`config.mk`:
```
export PLATFORM = sky130hd
export DESIGN_NAME = tkc_front
export DESIGN_NICKNAME = d
export VERILOG_FILES = /design/src/rtl/tkc_pkg.sv /design/src/rtl/tkc_front.sv
export SDC_FILE = /design/constraint.sdc
export NUM_CORES = 1
export LEC_CHECK = 0
export ABC_AREA = 0
export BUFFER_PORTS_ARGS = -buffer_cell sky130_fd_sc_hd__buf_2
export CAP_MARGIN = 5
export CORE_MARGIN = 3
export CORE_UTILIZATION = 55
export CTS_CLUSTER_DIAMETER = 120
export CTS_CLUSTER_SIZE = 40
export DETAILED_ROUTE_END_ITERATION = 8
export HOLD_SLACK_MARGIN = 0.06
export MAX_ROUTING_LAYER = met4
export PLACE_DENSITY = 0.75
export SETUP_SLACK_MARGIN = 0.4
export SYNTH_ARGS = -nofsm -noshare
export SYNTH_HDL_FRONTEND = slang
export SYNTH_SLANG_ARGS = --single-unit
```
`constraint.sdc`:
```
create_clock -name clk -period 2.3 [get_ports clk]
set_clock_uncertainty 0.05 [all_clocks]
set_input_delay 0 -clock clk [delete_from_list [all_inputs] [get_ports clk]]
set_output_delay 0 -clock clk [all_outputs]
set_load 0.02 [all_outputs]
```
`src/rtl/tkc_pkg.sv`:
```
// ----------------------------------------------------------------------------
// tkc_pkg: shared types and constants of the text key cache
// Slot and key sizes, item codes, result codes and the command format that
// the front part hands to the back part.
// ----------------------------------------------------------------------------
package tkc_pkg;

  localparam int SLOTS         = 24;
  localparam int MAX_KEY_CHARS = 42;

  localparam int SLOT_W   = (SLOTS > 1) ? $clog2(SLOTS) : 1;
  localparam int SCNT_W   = $clog2(SLOTS + 1);
  localparam int LEN_W    = $clog2(MAX_KEY_CHARS + 1);
  localparam int KI_W     = (MAX_KEY_CHARS > 1) ? $clog2(MAX_KEY_CHARS) : 1;
  localparam int KADDR_W  = $clog2(SLOTS * MAX_KEY_CHARS);
  localparam int KDEPTH   = SLOTS * MAX_KEY_CHARS;
  localparam int SLOT_ID_W = 5;
  localparam int STAMP_W  = 32;
  localparam int QDEPTH   = 2;

  localparam logic [7:0] CHAR_SPACE    = 8'd32;
  localparam logic [7:0] CHAR_LAST     = 8'd126;
  localparam logic [7:0] SCALE_NONASCII_MAX = 8'd2;

  typedef enum logic [1:0] {
    OP_CHAR    = 2'd0,
    OP_ACQUIRE = 2'd1,
    OP_FRAME   = 2'd2,
    OP_NONE    = 2'd3
  } op_t;

  typedef enum logic [1:0] {
    ST_HIT    = 2'd0,
    ST_MISS   = 2'd1,
    ST_REJECT = 2'd2,
    ST_NOSLOT = 2'd3
  } status_t;

  typedef enum logic [3:0] {
    B_IDLE,
    B_SCAN,
    B_CMP_RD,
    B_CMP_CHK,
    B_DECIDE,
    B_CP_RD,
    B_CP_WR,
    B_RESULT
  } back_state_t;

  // Command from front to back: one acquire or one begin-frame.
  typedef struct packed {
    logic             is_frame;
    logic             reject;
    logic [LEN_W-1:0] length;
    logic [7:0]       scale;
  } cmd_t;

endpackage

```
`src/rtl/tkc_front.sv`:
```
// ----------------------------------------------------------------------------
// tkc_front: input side of the text key cache
// Collects the pending key one character per item, checks it as it arrives
// and turns acquire and begin-frame items into queued commands.
// ----------------------------------------------------------------------------
module tkc_front (
  input  logic                    clk,
  input  logic                    rst,
  input  logic                    in_valid,
  output logic                    in_ready,
  input  logic [1:0]              op,
  input  logic [7:0]              char_code,
  input  logic [7:0]              scale_req,
  output logic                    q_push,
  output tkc_pkg::cmd_t           q_cmd,
  input  logic                    q_full,
  input  logic                    acq_done,
  input  logic [tkc_pkg::KI_W-1:0] key_rd_addr,
  output logic [7:0]              key_rd_data
);
  import tkc_pkg::*;

  logic [7:0]       pending_key [MAX_KEY_CHARS];
  logic [LEN_W-1:0] pending_length;
  logic             pending_has_ink;
  logic             pending_nonascii;
  logic             pending_rejected;
  logic             acq_busy;
  logic             accept;
  logic             take;
  op_t              op_code;

  assign op_code = op_t'(op);

  // Characters and acquires wait while an earlier acquire still reads the key.
  always_comb begin
    case (op_code)
      OP_CHAR:    in_ready = !acq_busy;
      OP_ACQUIRE: in_ready = !acq_busy && !q_full;
      OP_FRAME:   in_ready = !q_full;
      default:    in_ready = 1'b1;
    endcase
  end

  assign accept = in_valid && in_ready;
  assign take   = accept && (op_code == OP_CHAR) && !pending_rejected &&
                  (pending_length < LEN_W'(MAX_KEY_CHARS)) && (char_code >= CHAR_SPACE);

  // Command for the back part.
  always_comb begin
    q_push         = accept && ((op_code == OP_ACQUIRE) || (op_code == OP_FRAME));
    q_cmd.is_frame = (op_code == OP_FRAME);
    q_cmd.reject   = pending_rejected || (pending_length == '0) || !pending_has_ink ||
                     (pending_nonascii && (scale_req > SCALE_NONASCII_MAX));
    q_cmd.length   = pending_length;
    q_cmd.scale    = scale_req;
  end

  // Pending key checks and acquire tracking.
  always_ff @(posedge clk) begin
    if (rst) begin
      pending_length   <= '0;
      pending_has_ink  <= 1'b0;
      pending_nonascii <= 1'b0;
      pending_rejected <= 1'b0;
      acq_busy         <= 1'b0;
    end else begin
      if (accept && (op_code == OP_ACQUIRE)) begin
        pending_length   <= '0;
        pending_has_ink  <= 1'b0;
        pending_nonascii <= 1'b0;
        pending_rejected <= 1'b0;
        acq_busy         <= 1'b1;
      end else begin
        if (acq_done) begin
          acq_busy <= 1'b0;
        end
        if (accept && (op_code == OP_CHAR) && !pending_rejected) begin
          if (take) begin
            pending_length <= pending_length + 1'b1;
            if (char_code > CHAR_LAST) begin
              pending_nonascii <= 1'b1;
            end
            if (char_code != CHAR_SPACE) begin
              pending_has_ink <= 1'b1;
            end
          end else begin
            pending_rejected <= 1'b1;
          end
        end
      end
    end
  end

  // Pending key memory: one write and one registered read port.
  always_ff @(posedge clk) begin
    if (take) begin
      pending_key[pending_length[KI_W-1:0]] <= char_code;
    end
    key_rd_data <= pending_key[key_rd_addr];
  end

endmodule

```
==> run metrics <==
outcome finished clean; Post-DRT Antenna Nets 0; Yosys reg bits 354; CP arrival 2040 ps; Fin. Hold Viols 0; DR WL/cell 24.9 µm; fillers 1787; Final #Nets 959; largest net degree at the start of global routing 45; maximum vdd drop 0.660 mV; drt first-iter violations 893; cell count after synthesis 817; yosys warns 0; footprint of the multi-input gates 3760 µm²; WP buf/inv 2; vias in the first global route 7686; Post-Synthesis Cell Area 14400 µm²; root buffer cell clkbuf_16; syn_area_per_cell 17.6 µm²; most frequent cell on the critical path buf_6; crit end category register; Power Density 661 nW/µm²; GRT Util Overall 22.8%; antenna violations before repair 0; Port Buf Inserts 54; Static Leak 5.56 nW; Clock H-tree levels 1; CP max stage delay 380 ps; post-synth top area share 70.2%; Area Growth Syn to Fin 12.7%; fraction of layout instances using a drive strength above 1 27.7%; Critical Path Source Type register; die area 28100 µm²; unrepaired setup endpoints after global routing yes; headroom to the max-slew limit 34.4%; critical path fanouts, max 8; Die Ht 168 µm; Final min period 1860 ps; Core Box Area 25400 µm²; overflow left after global routing 0; commonest non-fill, non-tap cell in the layout edfxtp_1; post-DP HPWL 20.5 mm; CP max stage cell dfxtp_4; Max clock buf depth 3; Hold Path Class primary input to register; prevailing post-synth register cell edfxtp_1; ys async rst share 0%; top cells by area, synth edfxtp_1 70%, mux2i_1 9.5%, dfxtp_1 2.5%; syn_nets 852; worst path cell trace o21a_1, o21ai_2, o311a_4, nand4_1, buf_6, nor2_2, buf_6; I/O pin cnt 55; register area 10500 µm²; Post-Place Worst Slack 185 ps; CTS buffer count 12; Max Transition Viols Final 0; Netlist cell types 51; CTS tree built; Largest delay share family, worst path compound AO/OA/AOI/OAI gates; largest area contributor in the netlist edfxtp_1; later-pin clock latency in the skew report 500 ps; clock-pin slew on the worst setup and hold paths 140 ps; # rows 58; Residual DRC 0; DIE WIDTH 168 µm; clk sinks 354; RePlAce Congestion 0.863; max_cap viols 0; Crit path required time 2470 ps; f_max 0.537 GHz; final setup violation count 0; Initial Utilization 56.6%; DR pass1 iterations 5; vias 7756; via-per-instance ratio 6.17; final worst setup slack 438 ps; final WL 31.4 mm; Antenna Diode Count 0; first-pass GRT wire length 47.0 mm; final period utilization 80.9%; critical path class register to register; EDFF count, synth 336; most frequent cells in the layout 336 x edfxtp_1, 136 x mux2i_1, 55 x buf_4; Worst-Margin Slew 984 ps; register area share after synthesis 72.7%; TNS Setup 0 ps
## cell usage after synthesis, types with 2 or more instances
library cell,number
mux2_2,8
a221oi_1,5
buf_8,2
mux4_2,16
o21ai_0,3
edfxtp_1,336
a221oi_2,11
nand3_1,11
buf_1,6
or4_1,4
a22oi_1,32
buf_6,6
nand2b_1,5
a22o_1,16
nor2b_1,3
nor3_1,4
o41ai_2,8
nor2_1,45
nand4_1,3
ha_1,6
clkbuf_1,13
or2_2,2
nand3b_1,2
inv_1,8
mux2i_1,136
nand4b_1,2
buf_2,10
nand2_1,11
dfxtp_1,18
buf_4,18
or3_1,4
and2_1,2
o211ai_2,8
a31oi_1,3
o22ai_1,8
o21a_1,2
o31ai_1,4
a21oi_1,23
## kinds of logic (layout without fill, tap and decap cells)
kind of cell,Yosys count,in the layout,share of synthesized area (%)
mux,160,160,12.6
compound gates,132,132,7.96
simple gates,101,101,3.40
flops,354,354,72.7
buf+inv,64,175,2.81
fa+ha+maj,6,6,0.522
## through the flow
stage / cells / cell area [µm²] / utilization, % / power [mW] / hold slack, ps
after CTS: 1257 / 16000 / 63.2 / 10.7 / 85.0
final: 1258 / 16200 / 63.8 / 10.7 / 107
after global placement: 1222 / 15400 / 60.8 / 7.99 / 114
after detailed placement: 1222 / 15400 / 60.8 / 8.00 / 126
after global routing: 1258 / 16200 / 63.8 / 11.0 / 120
after floorplan: 817 / 14500 / - / 7.69 / 19.1
## what timing repair did
item | in CTS | in global routing
resized for setup | 26 | 36
hold buffers | 11 | 0
pin swaps | 6 | 5
endpoints found under the setup margin | 329 | 314
buffers inserted | 6 | 1
hold endpoints to repair | 86 | 0
## worst register-to-register path, delay by kind of cell, from the launching register on
kind	cells	cell delay, ps
simple gates	2	250
flops	1	380
compound gates	3	570
buf+inv	2	330
## final timing paths
path,slack [ps],end,startpoint,depth (start not counted)
min reg2reg,490,pending_nonascii,pending_nonascii,2
max reg2reg,440,pending_key[18][7],pending_length[1],7
min,110,key_rd_data[6],key_rd_addr[4],4
max,440,pending_key[18][7],pending_length[1],7
## registers in the layout, indices dropped and copies added, names as in the netlist
register          cells
pending_key         336
pending_has_ink       1
pending_nonascii      1
acq_busy              1
key_rd_data           8
pending_rejected      1
pending_length        6
## power breakdown
group / leakage [nW] / total [mW] / internal, mW / switching (mW)
logic: 2.22 / 0.809 / 0.302 / 0.507
registers: 3.17 / 7.07 / 7.06 / 0.0128
clock network: 0.169 / 2.82 / 1.06 / 1.76
total: 5.56 / 10.7 / 8.43 / 2.28
## layout make-up
type	count	share of cell area [%]
Multi-Input combinational cell	399	23.2
Inverter	8	0.185
Tap cell	330	2.55
Sequential cell	354	64.6
Clock inverter	1	0.0541
Timing Repair Buffer	149	7.35
Clock buffer	17	2.10
## routing by layer
layer / routed length (µm) / share of wire [%] / vias up / track usage (%)
li1: - / - / 3459 / -
met1: 13000 / 41 / 3907 / 31.6
met2: 15100 / 48 / 328 / 35.9
met3: 2280 / 7.3 / 62 / 3.14
met4: 1000 / 3.2 / 0 / 6.47
met5: 0 / 0 / - / -
(Power assumes the default switching activity.)
