File: src/rtl/tkc_pkg.sv
// ----------------------------------------------------------------------------
// tkc_pkg: shared types and constants of the text key cache
// Slot and key sizes, item codes, result codes and the command format that
// the front part hands to the back part.
// ----------------------------------------------------------------------------
package tkc_pkg;

  localparam int SLOTS         = 24;
  localparam int MAX_KEY_CHARS = 42;

  localparam int SLOT_W   = (SLOTS > 1) ? $clog2(SLOTS) : 1;
  localparam int SCNT_W   = $clog2(SLOTS + 1);
  localparam int LEN_W    = $clog2(MAX_KEY_CHARS + 1);
  localparam int KI_W     = (MAX_KEY_CHARS > 1) ? $clog2(MAX_KEY_CHARS) : 1;
  localparam int KADDR_W  = $clog2(SLOTS * MAX_KEY_CHARS);
  localparam int KDEPTH   = SLOTS * MAX_KEY_CHARS;
  localparam int SLOT_ID_W = 5;
  localparam int STAMP_W  = 32;
  localparam int QDEPTH   = 2;

  localparam logic [7:0] CHAR_SPACE    = 8'd32;
  localparam logic [7:0] CHAR_LAST     = 8'd126;
  localparam logic [7:0] SCALE_NONASCII_MAX = 8'd2;

  typedef enum logic [1:0] {
    OP_CHAR    = 2'd0,
    OP_ACQUIRE = 2'd1,
    OP_FRAME   = 2'd2,
    OP_NONE    = 2'd3
  } op_t;

  typedef enum logic [1:0] {
    ST_HIT    = 2'd0,
    ST_MISS   = 2'd1,
    ST_REJECT = 2'd2,
    ST_NOSLOT = 2'd3
  } status_t;

  typedef enum logic [3:0] {
    B_IDLE,
    B_SCAN,
    B_CMP_RD,
    B_CMP_CHK,
    B_DECIDE,
    B_CP_RD,
    B_CP_WR,
    B_RESULT
  } back_state_t;

  // Command from front to back: one acquire or one begin-frame.
  typedef struct packed {
    logic             is_frame;
    logic             reject;
    logic [LEN_W-1:0] length;
    logic [7:0]       scale;
  } cmd_t;

endpackage

File: src/rtl/tkc_fifo.sv
// ----------------------------------------------------------------------------
// tkc_fifo: command queue
// A short queue of commands between the front part and the back part.
// ----------------------------------------------------------------------------
module tkc_fifo (
  input  logic          clk,
  input  logic          rst,
  input  logic          push,
  input  tkc_pkg::cmd_t push_cmd,
  output logic          full,
  input  logic          pop,
  output tkc_pkg::cmd_t head,
  output logic          empty
);
  import tkc_pkg::*;

  localparam int PTR_W = (QDEPTH > 1) ? $clog2(QDEPTH) : 1;
  localparam int CNT_W = $clog2(QDEPTH + 1);

  cmd_t             entries [QDEPTH];
  logic [PTR_W-1:0] wr_ptr;
  logic [PTR_W-1:0] rd_ptr;
  logic [CNT_W-1:0] count;

  assign full  = (count == CNT_W'(QDEPTH));
  assign empty = (count == '0);
  assign head  = entries[rd_ptr];

  // Pointers wrap at the queue depth.
  always_ff @(posedge clk) begin
    if (rst) begin
      wr_ptr <= '0;
      rd_ptr <= '0;
      count  <= '0;
    end else begin
      if (push) begin
        wr_ptr <= (wr_ptr == PTR_W'(QDEPTH - 1)) ? '0 : wr_ptr + 1'b1;
      end
      if (pop) begin
        rd_ptr <= (rd_ptr == PTR_W'(QDEPTH - 1)) ? '0 : rd_ptr + 1'b1;
      end
      if (push && !pop) begin
        count <= count + 1'b1;
      end else if (pop && !push) begin
        count <= count - 1'b1;
      end
    end
  end

  // Payload storage needs no reset.
  always_ff @(posedge clk) begin
    if (push) begin
      entries[wr_ptr] <= push_cmd;
    end
  end

endmodule

File: config.mk
export PLATFORM = sky130hd
export DESIGN_NAME = tkc_fifo
export DESIGN_NICKNAME = d
export VERILOG_FILES = /design/src/rtl/tkc_pkg.sv /design/src/rtl/tkc_fifo.sv
export SDC_FILE = /design/constraint.sdc
export NUM_CORES = 1
export LEC_CHECK = 0
export BUFFER_PORTS_ARGS = -buffer_cell sky130_fd_sc_hd__clkbuf_2
export CORE_MARGIN = 5
export CORE_UTILIZATION = 45
export DETAILED_ROUTE_END_ITERATION = 16
export PLACE_DENSITY_LB_ADDON = 0.15
export SYNTH_ARGS = -nofsm -noshare
export SYNTH_HDL_FRONTEND = slang
export SYNTH_SLANG_ARGS = --single-unit
File: constraint.sdc
create_clock -name clk -period 2.6 [get_ports clk]
set_input_delay 0 -clock clk [delete_from_list [all_inputs] [get_ports clk]]
set_output_delay 0 -clock clk [all_outputs]
set_load 0.01 [all_outputs]
==> insert_results.sql, run 1 <==
INSERT INTO impl_metrics (metric_group, metric, value, unit) VALUES
('run_status', 'run_status', 'finished, final reports clean', ''),
('die', 'chipHeight', '65', 'um'),
('power', 'total_switching_power', '0.268', 'mW'),
('timing', 'setup_violations', '0', ''),
('power', 'total_power', '1.25', 'mW'),
('layout', 'area.sequential', '1060', 'sq um'),
('worst_setup_path', 'worst-endpoint-required', '2600', 'ps'),
('detailed_routing', 'drt_pre_antenna_iters', '2', ''),
('clock_network', 'cts_buffers', '5', ''),
('power', 'internal_power', '0.983', 'mW'),
('yosys', 'synthesis.area', '1360', 'sq um'),
('worst_setup_path', 'startpoint_type', 'flip-flop', ''),
('detailed_routing', 'detail_route.drc_violations', '0', ''),
('layout', 'fill_cells', '236', ''),
('placement', 'hpwl', '1470', 'um'),
('worst_setup_path', 'worstPathMaxFanout', '16', ''),
('die', 'floorplan.initialDensity', '0.457', ''),
('timing', 'finalClockSkew', '13.4', 'ps'),
('worst_setup_path', 'reg2reg_to', 'entries[1][8]', ''),
('timing', 'timing_worst_slew_pin_value', '797', 'ps'),
('grt', 'grt_antenna_before_repair', '0', ''),
('yosys', 'syn_inst', '72', ''),
('detailed_routing', 'first_iter_violations', '16', ''),
('grt', 'grt_util_all_layers', '0.119', ''),
('grt', 'grt_pass1_vias', '841', ''),
('layout', 'multi_input_comb_area', '287', 'sq um'),
('power', 'power_leakage', '0.736', 'nW'),
('placement', 'global_placer_s_final_weighted_congestion', '0.649', ''),
('yosys', 'ys_seq_elements', '37', ''),
('detailed_routing', 'final_antenna_net_count', '0', ''),
('timing', 'final_critical_path_share_of_the_clock_period', '0.642', ''),
('detailed_routing', 'detail_route.wirelength', '2260', 'um'),
('power', 'power.share.switching', '0.214', ''),
('die', 'std_cell_rows', '20', ''),
('timing', 'post-route-worst-setup-slack', '930', 'ps'),
('worst_setup_path', 'ff2ff_path_depth', '1', ''),
('layout', 'num-nets-final', '155', ''),
('detailed_routing', 'post_drt_via_cell_ratio', '4.73', ''),
('worst_hold_path', 'instance_count_along_the_most_critical_hold_path', '2', ''),
('timing', 'timing_hold_violations_final', '0', ''),
('layout', 'final_layout_size_suffix_gt1_frac', '0.459', ''),
('worst_setup_path', 'arrival', '1670', 'ps'),
('clock_network', 'postCtsSetupRepairBufs', '0', ''),
('timing', 'maxSlewViolCount', '0', ''),
('worst_setup_path', 'worst-r2r-setup-slack', '1200', 'ps'),
('layout', 'area.growth.synth_to_final', '36.2', '%'),
('grt', 'overall_overflow_remaining_after_global_route', '0', ''),
('placement', 'placedInstanceArea', '1580', 'sq um'),
('layout', 'num_antenna_cells', '0', ''),
('worst_hold_path', 'worstHoldEndpoint', 'entries[1][7]', ''),
('placement', 'portBuffers', '37', ''),
('timing', 'tns', '0', 'ps'),
('die', 'design.die.area', '4230', 'sq um'),
('timing', 'rsz_0062_raised_after_global_routing', 'false', ''),
('yosys', 'yosys_warnings', '0', ''),
('yosys', 'mappedNetlistNets', '93', ''),
('clock_network', 'ctsRootBufferMaster', 'sky130_fd_sc_hd__clkbuf_4', ''),
('worst_setup_path', 'timing.critical_path.to_type', 'output pin', ''),
('die', 'die_width', '65', 'um'),
('yosys', 'unique_cell_type_count_in_the_yosys_netlist', '16', ''),
('power', 'power_density', '674', 'nW/um^2'),
('power', 'power.sequential.fraction', '0.568', ''),
('clock_network', 'clk_path_buf_depth', '2', ''),
('clock_network', 'clk_pin_slew_worst_setup_hold_paths', '110', 'ps'),
('timing', 'relSlewSlack', '0.466', ''),
('worst_hold_path', 'min_path_type', 'input pin to flip-flop', ''),
('job', 'max-cap-violations', '0', ''),
('detailed_routing', 'avgRoutedWirePerCell', '13.5', 'um'),
('clock_network', 'ctsHtreeMaxLevel', '2', ''),
('power', 'power.share.combinational', '0.132', ''),
('timing', 'post-route-min-period', '1670', 'ps');
==> worst max-delay path by stage <==
stage | endpoint | from | slack, ps
final | head[11] | flip-flop | 930
after global routing | head[9] | flip-flop | 800
after CTS | head[9] | flip-flop | 870
after detailed placement | entries[1][12] | wr_ptr | 1200
after global placement | entries[1][12] | wr_ptr | 1230
after floorplan | entries[0][0] | wr_ptr | 1140
==> placed cells by master, fill, tap and decap left out, types with 2 or more instances in the layout <==
cell / count
sky130_fd_sc_hd__dlygate4sd3_1: 20
sky130_fd_sc_hd__xor2_1: 2
sky130_fd_sc_hd__edfxtp_1: 32
sky130_fd_sc_hd__clkbuf_2: 37
sky130_fd_sc_hd__xnor2_1: 2
sky130_fd_sc_hd__mux2_2: 16
sky130_fd_sc_hd__clkbuf_4: 5
sky130_fd_sc_hd__nor2_1: 5
sky130_fd_sc_hd__dfxtp_1: 5
==> kinds of logic after synthesis <==
family	after synthesis	synth area share
AO/OA/AOI/OAI	2	0.00735
XOR/XNOR	4	0.0257
adder cells (fa/ha/maj)	1	0.00919
buffers and inverters	3	0.0119
flip-flops	37	0.779
multiplexers	16	0.132
AND/OR/NAND/NOR	9	0.0340
==> worst max-delay path: stages, from the launching register on <==
cell and delay (ps):
sky130_fd_sc_hd__dfxtp_1 790, sky130_fd_sc_hd__mux2_2 420, sky130_fd_sc_hd__clkbuf_2 130
==> sequential cells by signal (all words and copies together) (netlist names), named ones only <==
name and flops:
wr_ptr 1, count 2, rd_ptr 1, entries 32
==> cells in the mapped netlist <==
master	count	share of area
sky130_fd_sc_hd__edfxtp_1	32	0.71
sky130_fd_sc_hd__mux2_2	16	0.13
sky130_fd_sc_hd__dfxtp_1	5	0.074
sky130_fd_sc_hd__nor2_1	5	0.014
sky130_fd_sc_hd__xnor2_1	2	0.013
sky130_fd_sc_hd__xor2_1	2	0.013
sky130_fd_sc_hd__a21oi_1	1	0.0037
sky130_fd_sc_hd__and2_1	1	0.0046
sky130_fd_sc_hd__and2b_2	1	0.0064
sky130_fd_sc_hd__buf_2	1	0.0037
sky130_fd_sc_hd__buf_4	1	0.0055
sky130_fd_sc_hd__ha_1	1	0.0092
sky130_fd_sc_hd__inv_1	1	0.0028
sky130_fd_sc_hd__nor2b_1	1	0.0046
sky130_fd_sc_hd__o21ai_0	1	0.0037
sky130_fd_sc_hd__or3_1	1	0.0046
==> timing repair <==
item / in CTS / in global routing
endpoints found under the hold margin: 37 / 0
gates resized for setup: 0 / 0
hold buffers: 20 / 0
==> power groups by stage <==
stage	registers, mW	clock network (mW)	logic, mW
floorplan	0.712	0	0.0940
global placement	0.724	0	0.141
detailed placement	0.726	0	0.143
CTS	0.712	0.386	0.168
global route	0.716	0.416	0.182
finish	0.710	0.375	0.165
==> per-stage QoR <==
| stage | utilization | hold slack, ps | std cells |
|---|---|---|---|
| after floorplan | - | 69.1 | 72 |
| after global placement | 0.530 | 191 | 140 |
| after detailed placement | 0.530 | 194 | 140 |
| after CTS | 0.623 | 375 | 168 |
| after global routing | 0.623 | 374 | 168 |
| final | 0.623 | 389 | 168 |
==> layout make-up <==
cell class | instances | share of cell area
clock buffers | 6 | 0.0223
clock inverters | 2 | 0.0189
inverters | 1 | 0.00202
multi-input cells | 32 | 0.155
flip-flops and latches | 37 | 0.572
well taps | 33 | 0.0223
repair buffers | 57 | 0.208
==> per-layer routing <==
metal,global-route usage,share of wire,up-vias
met5,0,0,-
li1,-,-,393
met1,0.127,0.41,373
met2,0.213,0.52,25
met4,0.0633,0.013,0
met3,0.0312,0.055,4
No activity file was read; power rests on OpenSTA's default activity.
==> run 2, diff against run 1 <==
clock period = 1.5 ns   (was 2.6 ns; I/O delays follow)
==> run 2 against run 1 <==
- die area is the same
- clock skew shrank 4.6 ps
- sequential power grew 72%
- utilization grew 0.25 points
- cell count grew 3.0%
- wire length shrank 1.2%
==> insert_results.sql, run 2 (synthesized netlist as in run 1, its figures left out) <==
INSERT INTO impl_metrics (metric_group, metric, value, unit) VALUES
('clock_network', 'ctsRootBufferMaster', 'sky130_fd_sc_hd__clkbuf_4', ''),
('die', 'design.die.area', '4230', 'sq um'),
('clock_network', 'cts_buffers', '5', ''),
('worst_setup_path', 'worstPathMaxFanout', '9', ''),
('worst_setup_path', 'arrival', '1330', 'ps'),
('worst_hold_path', 'worst_hold_startpoint', 'push', ''),
('grt', 'grt_pass1_wl', '3730', 'um'),
('worst_setup_path', 'timing.critical_path.to_type', 'output pin', ''),
('power', 'vdd.ir_drop.worst', '0.623', 'mV'),
('layout', 'fill_cells', '229', ''),
('detailed_routing', 'post_drt_via_cell_ratio', '4.66', ''),
('die', 'die_width', '65', 'um'),
('detailed_routing', 'detail_route.drc_violations', '0', ''),
('timing', 'final_critical_path_share_of_the_clock_period', '0.888', ''),
('die', 'chipHeight', '65', 'um'),
('worst_setup_path', 'crit_path_max_delay_cell_type', 'sky130_fd_sc_hd__dfxtp_1', ''),
('clock_network', 'clk_pin_slew_worst_setup_hold_paths', '100', 'ps'),
('detailed_routing', 'final_antenna_net_count', '0', ''),
('worst_setup_path', 'crit_chain', 'buf_4 -> mux2_2 -> clkbuf_2', ''),
('timing', 'timing_worst_slew_pin_value', '196', 'ps'),
('timing', 'timing_hold_violations_final', '0', ''),
('timing', 'worst_hold_slack', '151', 'ps'),
('clock_network', 'postCtsSetupRepairBufs', '0', ''),
('detailed_routing', 'detail_route.wirelength', '2230', 'um'),
('clock_network', 'clk_lat_worst_skew', '330', 'ps'),
('worst_setup_path', 'max_stage_delay', '350', 'ps'),
('power', 'power_leakage', '0.747', 'nW'),
('layout', 'num_antenna_cells', '0', ''),
('run_status', 'run_status', 'finished, final reports clean', ''),
('layout', 'largestRegisters', 'entries x32, count x2', ''),
('power', 'power_density', '1080', 'nW/um^2'),
('detailed_routing', 'vias', '806', ''),
('placement', 'portBuffers', '37', ''),
('clock_network', 'tritoncts_clock_tree', 'built', ''),
('worst_setup_path', 'regToRegStartpoint', 'wr_ptr', ''),
('clock_network', 'clk_path_buf_depth', '2', ''),
('detailed_routing', 'avgRoutedWirePerCell', '12.9', 'um'),
('detailed_routing', 'first_iter_violations', '15', ''),
('grt', 'grt_pass1_vias', '869', ''),
('job', 'max-cap-violations', '0', ''),
('timing', 'finalClockSkew', '8.73', 'ps'),
('detailed_routing', 'drt_pre_antenna_iters', '4', ''),
('worst_setup_path', 'criticalPathCategory', 'flip-flop to output pin', ''),
('clock_network', 'cts-resized-gates', '0', ''),
('timing', 'rsz_0062_raised_after_global_routing', 'false', ''),
('die', 'std_cell_rows', '20', ''),
('layout', 'finish.cell_count_without_fillers', '173', ''),
('worst_setup_path', 'worst-endpoint-required', '1500', 'ps'),
('placement', 'placedInstanceArea', '1620', 'sq um'),
('layout', 'final_layout_size_suffix_gt1_frac', '0.471', ''),
('layout', 'layout.cells.most_common', 'sky130_fd_sc_hd__clkbuf_2', ''),
('layout', 'num-nets-final', '160', ''),
('layout', 'multi_input_comb_area', '287', 'sq um'),
('grt', 'overall_overflow_remaining_after_global_route', '0', ''),
('worst_setup_path', 'startpoint_type', 'flip-flop', ''),
('clock_network', 'ctsHtreeMaxLevel', '2', ''),
('timing', 'timing.fmax', '750', 'MHz'),
('die', 'fp.coreArea', '2980', 'sq um'),
('layout', 'area.sequential', '1060', 'sq um'),
('placement', 'dp_cells', '146', ''),
('timing', 'tns', '0', 'ps'),
('worst_hold_path', 'min_path_type', 'input pin to flip-flop', ''),
('timing', 'post-route-min-period', '1330', 'ps'),
('placement', 'global_placer_s_final_weighted_congestion', '0.661', ''),
('timing', 'relSlewSlack', '0.868', ''),
('layout', 'area.growth.synth_to_final', '36.8', '%'),
('layout', 'most_frequent_cells_in_the_layout', 'sky130_fd_sc_hd__clkbuf_2, sky130_fd_sc_hd__edfxtp_1, sky130_fd_sc_hd__dlygate4sd3_1, sky130_fd_sc_hd__mux2_2, sky130_fd_sc_hd__buf_4', ''),
('grt', 'grt_antenna_before_repair', '0', ''),
('layout', 'final_area', '1860', 'sq um'),
('timing', 'maxSlewViolCount', '0', ''),
('placement', 'hpwl', '1600', 'um'),
('layout', 'largest_register', 'entries', ''),
('die', 'floorplan.initialDensity', '0.457', ''),
('layout', 'largest_register_ffs', '32', ''),
('clock_network', 'clock_sinks', '37', ''),
('timing', 'setup_violations', '0', ''),
('die', 'top_level_ports', '38', ''),
('grt', 'grt_util_all_layers', '0.122', ''),
('grt', 'grt_max_degree', '11', '');
==> run 2: cell types whose count changed in the layout (fill, tap and decap cells not counted) <==
cell	change
sky130_fd_sc_hd__clkinv_2	-1
sky130_fd_sc_hd__clkbuf_1	+2
sky130_fd_sc_hd__dlygate4sd3_1	-1
sky130_fd_sc_hd__bufinv_16	-1
sky130_fd_sc_hd__buf_4	+6
==> run 2: path summary, 6_finish.rpt <==
kind,to,slack (ps),cells after the start
max,head[0],170,3
min,count[0],150,4
max reg2reg,wr_ptr,280,3
min reg2reg,count[1],510,2
==> run 2: critical path: cells and delay by family (launching register included) <==
kind                   cells  cell delay, ps
flip-flops                 1             350
multiplexers               1             350
buffers and inverters      2             310
==> run 2: through the flow <==
step / setup slack (ps) / power (mW) / utilization
floorplan: 45.0 / 1.40 / -
global placement: 509 / 1.52 / 0.545
detailed placement: 471 / 1.53 / 0.545
CTS: 132 / 2.04 / 0.625
global route: 74.2 / 2.12 / 0.625
finish: 168 / 2.01 / 0.625
==> run 2: timing repair <==
action                     4_1_cts  5_1_grt
hold buffers                    19        0
hold endpoints to repair        37        0
setup endpoints to repair        0        0
==> run 2: area by class of cell <==
| class | count | share of cell area |
|---|---|---|
| sequential | 37 | 0.570 |
| multi-input combinational | 32 | 0.154 |
| inverter | 1 | 0.00202 |
| tap | 33 | 0.0222 |
| timing repair buffer | 62 | 0.226 |
| clock buffer | 8 | 0.0262 |
==> run 2: metal layers <==
layer | share of wire | wire (um) | up-vias | GRT usage
met5 | 0 | 0 | - | 0
met4 | 0.015 | 34 | 0 | 0.0554
met3 | 0.081 | 181 | 6 | 0.0624
met2 | 0.54 | 1210 | 24 | 0.217
met1 | 0.36 | 807 | 375 | 0.116
li1 | - | - | 401 | -
==> run 2: power breakdown <==
part | total (mW) | switching (mW) | internal (mW)
sequential | 1.22 | 0.0233 | 1.19
combinational | 0.320 | 0.145 | 0.176
clock | 0.476 | 0.289 | 0.187
